--- config.mk ---
export PLATFORM = sky130hd
export DESIGN_NAME = ellipse_cell_scan_unit_flat
export DESIGN_NICKNAME = d
export VERILOG_FILES = /design/src/hdl/ecs_pkg.sv /design/src/hdl/ecs_in_if.sv /design/src/hdl/ecs_out_if.sv /design/src/hdl/ecs_paint_eval.sv /design/src/hdl/ellipse_cell_scan_unit.sv /design/src/flat_wrapper.sv
export SDC_FILE = /design/constraint.sdc
export NUM_CORES = 2
export LEC_CHECK = 0
export BUFFER_PORTS_ARGS = -buffer_cell sky130_fd_sc_hd__buf_2
export CAP_MARGIN = 20
export CORE_UTILIZATION = 35
export DETAILED_ROUTE_END_ITERATION = 12
export PLACE_DENSITY = 0.5
export SETUP_SLACK_MARGIN = 0.3
export SLEW_MARGIN = 5
export SYNTH_ARGS = -nofsm -noshare
export SYNTH_HDL_FRONTEND = slang
export SYNTH_SLANG_ARGS = --single-unit
--- constraint.sdc ---
create_clock -name clk -period 11.56 [get_ports clk]
set_input_delay 2.312 -clock clk [delete_from_list [all_inputs] [get_ports clk]]
set_output_delay 2.312 -clock clk [all_outputs]
set_load 0.05 [all_outputs]
--- src/hdl/ecs_pkg.sv ---
// Package for the ellipse cell scan unit: default sizes, register map,
// state types and the request/response structs of the paint evaluator.
// No dependencies; ecs_paint_eval and ellipse_cell_scan_unit import this package.
package ecs_pkg;

    // Default sizes of coordinates and radii.
    localparam int COORD_BITS_DEF  = 10;
    localparam int RADIUS_BITS_DEF = 9;

    // Configuration port geometry.
    localparam int ADDR_BITS = 5;
    localparam int DATA_BITS = 32;

    // Register indexes (byte address divided by four).
    typedef logic [2:0] reg_idx_t;
    localparam reg_idx_t REG_RADIUS_V  = 3'd0;
    localparam reg_idx_t REG_RADIUS_H  = 3'd1;
    localparam reg_idx_t REG_CENTER_R  = 3'd2;
    localparam reg_idx_t REG_CENTER_C  = 3'd3;
    localparam reg_idx_t REG_COLOUR    = 3'd4;
    localparam reg_idx_t REG_DRAW_MODE = 3'd5;

    // Top-level item sequencer.
    typedef enum logic [1:0] {
        TS_IDLE,
        TS_EVAL,
        TS_OUT
    } scan_state_t;

    // Paint evaluator sequencer: one step of the shared multiplier or
    // of the scaling adders per state.
    typedef enum logic [3:0] {
        EV_IDLE,
        EV_SQ_I,
        EV_SQ_J,
        EV_SQ_RV,
        EV_SQ_RH,
        EV_MUL_A,
        EV_MUL_B,
        EV_MUL_D,
        EV_SCALE,
        EV_BAND_LO,
        EV_BAND_HI
    } eval_state_t;

    // Request from the scan sequencer to the evaluator.
    typedef struct packed {
        logic start;
        logic fill;
    } eval_req_t;

    // Response from the evaluator.
    typedef struct packed {
        logic done;
        logic paint;
    } eval_rsp_t;

endpackage

--- src/hdl/ecs_in_if.sv ---
// Input channel of the ellipse cell scan unit: valid/ready and the restart flag.
// No dependencies.
interface ecs_in_if;

    logic valid;
    logic ready;
    logic restart;

    modport source (output valid, output restart, input ready);
    modport sink   (input valid, input restart, output ready);

endinterface

--- src/hdl/ecs_out_if.sv ---
// Output channel of the ellipse cell scan unit: valid/ready and one cell item.
// No dependencies; the position width follows COORD_BITS.
interface ecs_out_if #(
    parameter int COORD_BITS = 10
);

    logic                  valid;
    logic                  ready;
    logic [COORD_BITS:0]   cell_row;
    logic [COORD_BITS:0]   cell_col;
    logic                  paint;
    logic [7:0]            cell_colour;
    logic                  last;
    logic                  status;

    modport source (
        output valid, output cell_row, output cell_col, output paint,
        output cell_colour, output last, output status, input ready
    );
    modport sink (
        input valid, input cell_row, input cell_col, input paint,
        input cell_colour, input last, input status, output ready
    );

endinterface

--- src/hdl/ecs_paint_eval.sv ---
// Paint evaluator: decides whether one cell lies inside the ellipse or its
// outline band, using one shared multiplier under a small sequencer. Uses ecs_pkg.
module ecs_paint_eval import ecs_pkg::*; #(
    parameter int  COORD_BITS  = COORD_BITS_DEF,
    parameter int  RADIUS_BITS = RADIUS_BITS_DEF,
    localparam int DW = (COORD_BITS > RADIUS_BITS) ? COORD_BITS : RADIUS_BITS
) (
    input  logic                   clk,
    input  logic                   rst_n,
    input  eval_req_t              req,
    input  logic [DW-1:0]          di,
    input  logic [DW-1:0]          dj,
    input  logic [RADIUS_BITS-1:0] rv,
    input  logic [RADIUS_BITS-1:0] rh,
    output eval_rsp_t              rsp
);

    localparam int MW  = 2 * DW;           // multiplier operand width
    localparam int PRW = 2 * MW;           // multiplier product width
    localparam int R2W = 2 * RADIUS_BITS;  // squared radius
    localparam int NPW = MW + R2W;         // one term of the numerator
    localparam int NW  = NPW + 1;          // numerator
    localparam int DDW = 2 * R2W;          // denominator
    localparam int SW  = NW + 5;           // scaled values for the band test

    eval_state_t      state_reg;
    eval_state_t      state_next;

    logic [DW-1:0]    di_reg;
    logic [DW-1:0]    dj_reg;
    logic             fill_reg;
    logic [MW-1:0]    sqi_reg;
    logic [MW-1:0]    sqj_reg;
    logic [R2W-1:0]   rv2_reg;
    logic [R2W-1:0]   rh2_reg;
    logic [NPW-1:0]   na_reg;
    logic [NPW-1:0]   nb_reg;
    logic [NW-1:0]    n_reg;
    logic [DDW-1:0]   d_reg;
    logic [SW-1:0]    n20_reg;
    logic [SW-1:0]    d17_reg;
    logic [SW-1:0]    d23_reg;
    logic             fill_ok_reg;
    logic             lo_ok_reg;

    logic [MW-1:0]    mul_a;
    logic [MW-1:0]    mul_b;
    logic [PRW-1:0]   prod;

    // Sequencer state register.
    always_ff @(posedge clk or negedge rst_n)
    begin
        if (!rst_n)
        begin
            state_reg <= EV_IDLE;
        end
        else
        begin
            state_reg <= state_next;
        end
    end

    // Next state: a fixed chain of steps once started.
    always_comb
    begin
        unique case (state_reg)
            EV_IDLE:    state_next = req.start ? EV_SQ_I : EV_IDLE;
            EV_SQ_I:    state_next = EV_SQ_J;
            EV_SQ_J:    state_next = EV_SQ_RV;
            EV_SQ_RV:   state_next = EV_SQ_RH;
            EV_SQ_RH:   state_next = EV_MUL_A;
            EV_MUL_A:   state_next = EV_MUL_B;
            EV_MUL_B:   state_next = EV_MUL_D;
            EV_MUL_D:   state_next = EV_SCALE;
            EV_SCALE:   state_next = EV_BAND_LO;
            EV_BAND_LO: state_next = EV_BAND_HI;
            EV_BAND_HI: state_next = EV_IDLE;
            default:    state_next = EV_IDLE;
        endcase
    end

    // Operand selection for the shared multiplier.
    always_comb
    begin
        mul_a = '0;
        mul_b = '0;
        unique case (state_reg)
            EV_SQ_I:
            begin
                mul_a = MW'(di_reg);
                mul_b = MW'(di_reg);
            end
            EV_SQ_J:
            begin
                mul_a = MW'(dj_reg);
                mul_b = MW'(dj_reg);
            end
            EV_SQ_RV:
            begin
                mul_a = MW'(rv);
                mul_b = MW'(rv);
            end
            EV_SQ_RH:
            begin
                mul_a = MW'(rh);
                mul_b = MW'(rh);
            end
            EV_MUL_A:
            begin
                mul_a = sqi_reg;
                mul_b = MW'(rh2_reg);
            end
            EV_MUL_B:
            begin
                mul_a = sqj_reg;
                mul_b = MW'(rv2_reg);
            end
            EV_MUL_D:
            begin
                mul_a = MW'(rv2_reg);
                mul_b = MW'(rh2_reg);
            end
            default:
            begin
                mul_a = '0;
                mul_b = '0;
            end
        endcase
    end

    assign prod = PRW'(mul_a) * PRW'(mul_b);

    // Datapath registers, each loaded in a set step of the sequencer.
    always_ff @(posedge clk)
    begin
        unique case (state_reg)
            EV_IDLE:
            begin
                if (req.start)
                begin
                    di_reg   <= di;
                    dj_reg   <= dj;
                    fill_reg <= req.fill;
                end
            end
            EV_SQ_I:  sqi_reg <= prod[MW-1:0];
            EV_SQ_J:  sqj_reg <= prod[MW-1:0];
            EV_SQ_RV: rv2_reg <= prod[R2W-1:0];
            EV_SQ_RH: rh2_reg <= prod[R2W-1:0];
            EV_MUL_A: na_reg  <= prod[NPW-1:0];
            EV_MUL_B: nb_reg  <= prod[NPW-1:0];
            EV_MUL_D:
            begin
                d_reg <= prod[DDW-1:0];
                n_reg <= NW'(na_reg) + NW'(nb_reg);
            end
            EV_SCALE:
            begin
                // Twenty times the numerator, seventeen times the denominator.
                n20_reg     <= (SW'(n_reg) << 4) + (SW'(n_reg) << 2);
                d17_reg     <= (SW'(d_reg) << 4) + SW'(d_reg);
                fill_ok_reg <= SW'(n_reg) <= SW'(d_reg);
            end
            EV_BAND_LO:
            begin
                lo_ok_reg <= d17_reg <= n20_reg;
                d23_reg   <= d17_reg + (SW'(d_reg) << 2) + (SW'(d_reg) << 1);
            end
            default:
            begin
            end
        endcase
    end

    // The verdict is ready in the final step.
    always_comb
    begin
        rsp.done  = (state_reg == EV_BAND_HI);
        rsp.paint = fill_reg ? fill_ok_reg : (lo_ok_reg && (n20_reg <= d23_reg));
    end

endmodule

--- src/hdl/ellipse_cell_scan_unit.sv ---
// Ellipse cell scan unit: each input item yields one cell of the bounding box
// of the configured ellipse, scanned row by row, left to right, with its
// screen position, colour and a paint flag (fill mode: inside the ellipse;
// outline mode: squared normalized distance from 0.85 to 1.15, tested exactly
// by integer cross-multiplication). A restart item, or any item after the
// last cell, begins a new scan; a centre too close to the top or left edge
// gives a single item with status set and skips the paint test. For an
// ordinary cell the paint test runs ten steps through one shared multiplier
// and its scaling adders; a new item is accepted only once the previous one
// has left the output. Registers must be written only while idle.
// Depends on ecs_pkg, ecs_in_if, ecs_out_if and ecs_paint_eval.
module ellipse_cell_scan_unit import ecs_pkg::*; #(
    parameter int COORD_BITS  = COORD_BITS_DEF,
    parameter int RADIUS_BITS = RADIUS_BITS_DEF
) (
    input  logic                 clk,
    input  logic                 rst_n,
    ecs_in_if.sink               in_ch,
    ecs_out_if.source            out_ch,
    input  logic                 psel,
    input  logic                 penable,
    input  logic                 pwrite,
    input  logic [ADDR_BITS-1:0] paddr,
    input  logic [DATA_BITS-1:0] pwdata,
    output logic [DATA_BITS-1:0] prdata,
    output logic                 pready
);

    localparam int DW  = (COORD_BITS > RADIUS_BITS) ? COORD_BITS : RADIUS_BITS;
    localparam int PSW = DW + 1;

    // Configuration registers.
    logic [RADIUS_BITS-1:0] radius_v_reg;
    logic [RADIUS_BITS-1:0] radius_h_reg;
    logic [COORD_BITS-1:0]  center_r_reg;
    logic [COORD_BITS-1:0]  center_c_reg;
    logic [7:0]             colour_reg;
    logic                   draw_mode_reg;

    // Scan state.
    logic [COORD_BITS-1:0]  row_offset_reg;
    logic [COORD_BITS-1:0]  col_offset_reg;
    logic                   armed_reg;
    scan_state_t            state_reg;
    scan_state_t            state_next;

    // Result item registers.
    logic [COORD_BITS:0]    cell_row_reg;
    logic [COORD_BITS:0]    cell_col_reg;
    logic                   paint_reg;
    logic [7:0]             cell_colour_reg;
    logic                   last_reg;
    logic                   status_reg;
    logic                   zero_reg;

    logic                   accept;
    logic                   cfg_write;
    reg_idx_t               cfg_idx;
    logic                   scan_start;
    logic                   edge_err;
    logic [COORD_BITS-1:0]  eff_row;
    logic [COORD_BITS-1:0]  eff_col;
    logic                   row_end;
    logic                   col_end;
    logic [PSW-1:0]         row_pos;
    logic [PSW-1:0]         col_pos;
    logic [DW-1:0]          di;
    logic [DW-1:0]          dj;
    eval_req_t              req;
    eval_rsp_t              rsp;

    // Configuration port: writes in the access phase, reads always.
    assign pready    = 1'b1;
    assign cfg_idx   = paddr[4:2];
    assign cfg_write = psel && penable && pwrite && pready;

    always_ff @(posedge clk or negedge rst_n)
    begin
        if (!rst_n)
        begin
            radius_v_reg  <= '0;
            radius_h_reg  <= '0;
            center_r_reg  <= '0;
            center_c_reg  <= '0;
            colour_reg    <= '0;
            draw_mode_reg <= 1'b0;
        end
        else if (cfg_write)
        begin
            case (cfg_idx)
                REG_RADIUS_V:  radius_v_reg  <= pwdata[RADIUS_BITS-1:0];
                REG_RADIUS_H:  radius_h_reg  <= pwdata[RADIUS_BITS-1:0];
                REG_CENTER_R:  center_r_reg  <= pwdata[COORD_BITS-1:0];
                REG_CENTER_C:  center_c_reg  <= pwdata[COORD_BITS-1:0];
                REG_COLOUR:    colour_reg    <= pwdata[7:0];
                REG_DRAW_MODE: draw_mode_reg <= pwdata[0];
                default:
                begin
                end
            endcase
        end
    end

    always_comb
    begin
        case (cfg_idx)
            REG_RADIUS_V:  prdata = DATA_BITS'(radius_v_reg);
            REG_RADIUS_H:  prdata = DATA_BITS'(radius_h_reg);
            REG_CENTER_R:  prdata = DATA_BITS'(center_r_reg);
            REG_CENTER_C:  prdata = DATA_BITS'(center_c_reg);
            REG_COLOUR:    prdata = DATA_BITS'(colour_reg);
            REG_DRAW_MODE: prdata = DATA_BITS'(draw_mode_reg);
            default:       prdata = '0;
        endcase
    end

    // Cell selection and geometry for the item being accepted.
    assign accept     = in_ch.valid && in_ch.ready;
    assign scan_start = in_ch.restart || !armed_reg;
    assign edge_err   = scan_start &&
                        ((DW'(center_r_reg) <= DW'(radius_v_reg)) ||
                         (DW'(center_c_reg) <= DW'(radius_h_reg)));
    assign eff_row    = scan_start ? '0 : row_offset_reg;
    assign eff_col    = scan_start ? '0 : col_offset_reg;
    assign row_end    = PSW'(eff_row) >= (PSW'(radius_v_reg) << 1);
    assign col_end    = PSW'(eff_col) >= (PSW'(radius_h_reg) << 1);
    assign row_pos    = PSW'(center_r_reg) + PSW'(eff_row) - PSW'(radius_v_reg);
    assign col_pos    = PSW'(center_c_reg) + PSW'(eff_col) - PSW'(radius_h_reg);

    // Distances of the cell from the centre, as magnitudes.
    always_comb
    begin
        if (DW'(eff_row) >= DW'(radius_v_reg))
        begin
            di = DW'(eff_row) - DW'(radius_v_reg);
        end
        else
        begin
            di = DW'(radius_v_reg) - DW'(eff_row);
        end
        if (DW'(eff_col) >= DW'(radius_h_reg))
        begin
            dj = DW'(eff_col) - DW'(radius_h_reg);
        end
        else
        begin
            dj = DW'(radius_h_reg) - DW'(eff_col);
        end
    end

    // Sequencer state register.
    always_ff @(posedge clk or negedge rst_n)
    begin
        if (!rst_n)
        begin
            state_reg <= TS_IDLE;
        end
        else
        begin
            state_reg <= state_next;
        end
    end

    // Next state.
    always_comb
    begin
        unique case (state_reg)
            TS_IDLE:
            begin
                if (accept)
                begin
                    state_next = edge_err ? TS_OUT : TS_EVAL;
                end
                else
                begin
                    state_next = TS_IDLE;
                end
            end
            TS_EVAL: state_next = rsp.done ? TS_OUT : TS_EVAL;
            TS_OUT:  state_next = out_ch.ready ? TS_IDLE : TS_OUT;
            default: state_next = TS_IDLE;
        endcase
    end

    // Handshake and evaluator control.
    always_comb
    begin
        in_ch.ready  = (state_reg == TS_IDLE);
        out_ch.valid = (state_reg == TS_OUT);
        req.start    = accept && !edge_err;
        req.fill     = draw_mode_reg;
    end

    // Scan position advances when an item is accepted.
    always_ff @(posedge clk or negedge rst_n)
    begin
        if (!rst_n)
        begin
            row_offset_reg <= '0;
            col_offset_reg <= '0;
            armed_reg      <= 1'b0;
        end
        else if (accept)
        begin
            if (edge_err || (row_end && col_end))
            begin
                row_offset_reg <= '0;
                col_offset_reg <= '0;
                armed_reg      <= 1'b0;
            end
            else if (col_end)
            begin
                row_offset_reg <= eff_row + COORD_BITS'(1);
                col_offset_reg <= '0;
                armed_reg      <= 1'b1;
            end
            else
            begin
                row_offset_reg <= eff_row;
                col_offset_reg <= eff_col + COORD_BITS'(1);
                armed_reg      <= 1'b1;
            end
        end
    end

    // Result item: geometry on acceptance, paint flag from the evaluator.
    always_ff @(posedge clk)
    begin
        if (accept)
        begin
            if (edge_err)
            begin
                cell_row_reg    <= '0;
                cell_col_reg    <= '0;
                cell_colour_reg <= '0;
                last_reg        <= 1'b1;
                status_reg      <= 1'b1;
            end
            else
            begin
                cell_row_reg    <= row_pos[COORD_BITS:0];
                cell_col_reg    <= col_pos[COORD_BITS:0];
                cell_colour_reg <= colour_reg;
                last_reg        <= row_end && col_end;
                status_reg      <= 1'b0;
            end
            paint_reg <= 1'b0;
            zero_reg  <= (radius_v_reg == '0) || (radius_h_reg == '0);
        end
        else if ((state_reg == TS_EVAL) && rsp.done)
        begin
            // A zero radius paints nothing.
            paint_reg <= rsp.paint && !zero_reg;
        end
    end

    assign out_ch.cell_row    = cell_row_reg;
    assign out_ch.cell_col    = cell_col_reg;
    assign out_ch.paint       = paint_reg;
    assign out_ch.cell_colour = cell_colour_reg;
    assign out_ch.last        = last_reg;
    assign out_ch.status      = status_reg;

    ecs_paint_eval #(
        .COORD_BITS  (COORD_BITS),
        .RADIUS_BITS (RADIUS_BITS)
    ) u_eval (
        .clk   (clk),
        .rst_n (rst_n),
        .req   (req),
        .di    (di),
        .dj    (dj),
        .rv    (radius_v_reg),
        .rh    (radius_h_reg),
        .rsp   (rsp)
    );

endmodule
--- src/flat_wrapper.sv ---
// flat-port wrapper written by rule: the top's interface ports become plain ports
module ellipse_cell_scan_unit_flat import ecs_pkg::*;
#(
    parameter int COORD_BITS  = COORD_BITS_DEF,
    parameter int RADIUS_BITS = RADIUS_BITS_DEF
)
  (clk, rst_n, psel, penable, pwrite, paddr, pwdata, prdata, pready, in_ch_valid, in_ch_restart, in_ch_ready, out_ch_valid, out_ch_cell_row, out_ch_cell_col, out_ch_paint, out_ch_cell_colour, out_ch_last, out_ch_status, out_ch_ready);
  ecs_in_if in_ch_i ();
  ecs_out_if #(.COORD_BITS(COORD_BITS)) out_ch_i ();
  input  logic clk;
  input  logic rst_n;
  input  logic psel;
  input  logic penable;
  input  logic pwrite;
  input  logic [ADDR_BITS-1:0] paddr;
  input  logic [DATA_BITS-1:0] pwdata;
  output logic [DATA_BITS-1:0] prdata;
  output logic pready;
  input wire logic [$bits(in_ch_i.valid)-1:0] in_ch_valid;
  input wire logic [$bits(in_ch_i.restart)-1:0] in_ch_restart;
  output wire logic [$bits(in_ch_i.ready)-1:0] in_ch_ready;
  output wire logic [$bits(out_ch_i.valid)-1:0] out_ch_valid;
  output wire logic [$bits(out_ch_i.cell_row)-1:0] out_ch_cell_row;
  output wire logic [$bits(out_ch_i.cell_col)-1:0] out_ch_cell_col;
  output wire logic [$bits(out_ch_i.paint)-1:0] out_ch_paint;
  output wire logic [$bits(out_ch_i.cell_colour)-1:0] out_ch_cell_colour;
  output wire logic [$bits(out_ch_i.last)-1:0] out_ch_last;
  output wire logic [$bits(out_ch_i.status)-1:0] out_ch_status;
  input wire logic [$bits(out_ch_i.ready)-1:0] out_ch_ready;
  assign in_ch_i.valid = in_ch_valid;
  assign in_ch_i.restart = in_ch_restart;
  assign in_ch_ready = in_ch_i.ready;
  assign out_ch_valid = out_ch_i.valid;
  assign out_ch_cell_row = out_ch_i.cell_row;
  assign out_ch_cell_col = out_ch_i.cell_col;
  assign out_ch_paint = out_ch_i.paint;
  assign out_ch_cell_colour = out_ch_i.cell_colour;
  assign out_ch_last = out_ch_i.last;
  assign out_ch_status = out_ch_i.status;
  assign out_ch_i.ready = out_ch_ready;
  ellipse_cell_scan_unit #(.COORD_BITS(COORD_BITS), .RADIUS_BITS(RADIUS_BITS)) u_core (.clk(clk), .rst_n(rst_n), .in_ch(in_ch_i), .out_ch(out_ch_i), .psel(psel), .penable(penable), .pwrite(pwrite), .paddr(paddr), .pwdata(pwdata), .prdata(prdata), .pready(pready));
endmodule
==> key figures <==
STA
  • Final min period: 9410 ps
  • Fmax: 106 MHz
  • Setup_tns: 0 ps
  • Worst slew pin tran: 1180 ps
  • Clock Skew: 22.4 ps
  • RSZ-0062 raised after global routing: no
  • Slew Limit Fails: 0
  • Max transition margin: 0.211
  • Final setup vio count: 0
  • Final worst-path cycle share: 0.814
  • Final Hold Fails: 0

Worst setup path
  • CP Launch Type: register
  • Worst Path Arrival: 9770 ps
  • Crit path max fanout: 39
  • Kind of critical path: register to register
  • Critical Path RT: 11920 ps
  • Critical path capture point type: register

Floorplanning
  • Die X: 355 um
  • Die height: 355 um
  • Die ar.: 126000 um^2
  • Rows: 129
  • Ports: 113
  • Core area: 124000 um^2
  • Starting density of the core: 0.352

Placement
  • GPL Wtd Cong: 0.864
  • Port bufs: 65
  • Dpl hpwl: 93.6 mm

Job
  • Total of max-cap violations: 0

Clock network
  • Max Buffers Root-to-Sink: 3
  • CTS Buf Count: 57
  • Clk_lat worst skew: 630 ps
  • Clock slew at reported path FFs: 60 ps
  • CTS Sinks: 483
  • Setup repair bufs after CTS: 0
  • CTS tree: done
  • Root Buffer: clkbuf_16
  • Cts hold-fix bufs: 0
  • Htree depth: 2
  • Post-CTS sizing: 0

Layout
  • Antenna cell count: 0
  • FILL cells: 12341
  • Layout cell share with drive strength beyond 1: 0.0611
  • Nets: 5302
  • Layout area overhead: 9.93%
  • Area of the multi-input gates: 26600 um^2
  • Register area: 14100 um^2

Global routing
  • Initial antenna violation count: 4
  • Vias in the first global route: 32186
  • GRT overflow: 0
  • Gr usage total: 0.190
  • Largest net degree at the start of global routing: 85
  • First-pass GRT wire length: 185 mm

Route
  • Routed len/inst: 19.5 um
  • Routed Antenna Nets: 0
  • Vias: 31717
  • Drt first pass iters: 7
  • Via density: 5.18
  • First-iteration detailed-routing DRC count: 1939
  • Final wirelength: 119 mm
  • Drc violations: 0

Run status
  • Status: complete, no violations

Synthesis
  • Syn Std Cell Area: 43600 um^2
  • Mapped Avg Cell Area: 9.96 um^2
  • Synth top cells by count: 638 x inv_1, 474 x ha_1, 411 x nand2_1
  • Most common cell in the synthesized netlist: inv_1
  • Synth area leaders: edfxtp_1 28%, fa_1 16%, ha_1 14%, inv_1 5.5%, dfrtp_1 4.2%
  • YS warnings: 0
  • Number of synthesized flops with an enable pin: 408
  • Area leader, netlist: edfxtp_1
  • Netlist cell types: 91
  • Synth top area share: 0.281
  • Seq/Total Area, Yosys: 0.324
  • Synth async-reset ratio: 0.153
  • Flops & latches, synth: 483
  • Synth Flop Type: edfxtp_1
  • Post-synthesis instance total: 4377

Hold path
  • Hold WC Path Type: register to register
[critical path, cell delays in order (launching register included)]
cell and delay, ps:
dfrtp_1 510, nand2b_1 400, nor2_4 600, buf_4 510, buf_4 390, a222oi_1 170, nor2b_1 180, buf_4 200
inv_1 130, nand2_1 90, fa_1 550, fa_1 550, inv_1 60, fa_1 520, fa_1 530, fa_1 560
inv_1 60, fa_1 560, inv_1 50, ha_1 340, and4_1 220, a221o_1 310, a41oi_2 250, o21ai_1 310
a21oi_1 340, o32ai_2 180, o41a_1 350, xor2_1 170
[cells by family (layout without fill, tap and decap cells)]
| family | count (synthesis) | in the layout | share of synthesized area |
|---|---|---|---|
| flops | 483 | 483 | 0.324 |
| simple gates | 1096 | 1096 | 0.116 |
| buf+inv | 782 | 867 | 0.0697 |
| mux | 35 | 35 | 0.00873 |
| fa+ha+maj | 823 | 823 | 0.296 |
| compound gates | 968 | 968 | 0.147 |
| xor+xnor | 188 | 188 | 0.0378 |
| other cells | 2 | 23 | 0.000172 |
[through the flow]
step	hold slack [ps]	util	area (um^2)	setup WS [ps]	std cells
floorplan	428	-	43700	1820	4398
global placement	462	0.371	45900	2120	6006
detailed placement	460	0.371	45900	2130	6006
CTS	476	0.387	47800	2110	6114
global route	509	0.387	47900	1550	6120
finish	471	0.387	47900	2150	6120
[path summary, 6_finish.rpt]
kind                                               to  slack [ps]                  startpoint  cells after the start
setup / recovery             u_core.u_eval.na_reg[34]        2150  u_core.u_eval.state_reg[3]                     27
hold / removal               u_core.u_eval.d23_reg[0]         470    u_core.u_eval.d17_reg[0]                      0
setup reg to reg             u_core.u_eval.na_reg[34]        2150  u_core.u_eval.state_reg[3]                     27
hold reg to reg              u_core.u_eval.d23_reg[0]         470    u_core.u_eval.d17_reg[0]                      0
max in group asynchronous  u_core.u_eval.state_reg[3]        8900                       rst_n                      2
min in group asynchronous      u_core.center_c_reg[5]        1590                       rst_n                      1
[cells in the final DEF (no fill, tap or decap), types with 55 or more instances in the layout]
cell type,synthesis,routed
a21o_1,179,179
a21oi_1,250,250
buf_2,8,64
clkbuf_16,0,59
dfrtp_1,74,74
edfxtp_1,408,408
fa_1,349,349
ha_1,474,474
inv_1,638,637
nand2_1,411,411
nand3_1,55,55
nand4_1,61,61
nor2_1,289,285
nor2b_1,64,64
o21ai_0,178,178
xnor2_1,145,145
[final cells by class]
| type | count | share of cell area |
|---|---|---|
| Clock buffer | 73 | 0.0321 |
| Clock inverter | 35 | 0.00899 |
| Inverter | 639 | 0.0501 |
| Multi-Input combinational cell | 3133 | 0.555 |
| Sequential cell | 483 | 0.295 |
| Tap cell | 1637 | 0.0428 |
| Timing Repair Buffer | 120 | 0.0160 |
[per-layer routing]
layer / part of all wire / up-vias / global-route usage / wire [um]
met1: 0.46 / 15606 / 0.260 / 55300
met2: 0.46 / 737 / 0.313 / 54900
met5: 0 / - / 0 / 0
met3: 0.046 / 178 / 0.0224 / 5480
li1: - / 15196 / - / -
met4: 0.029 / 0 / 0.0572 / 3510
Power is not shown: default switching activity piles up to over one toggle a cycle in this logic, so the estimate is an artifact.
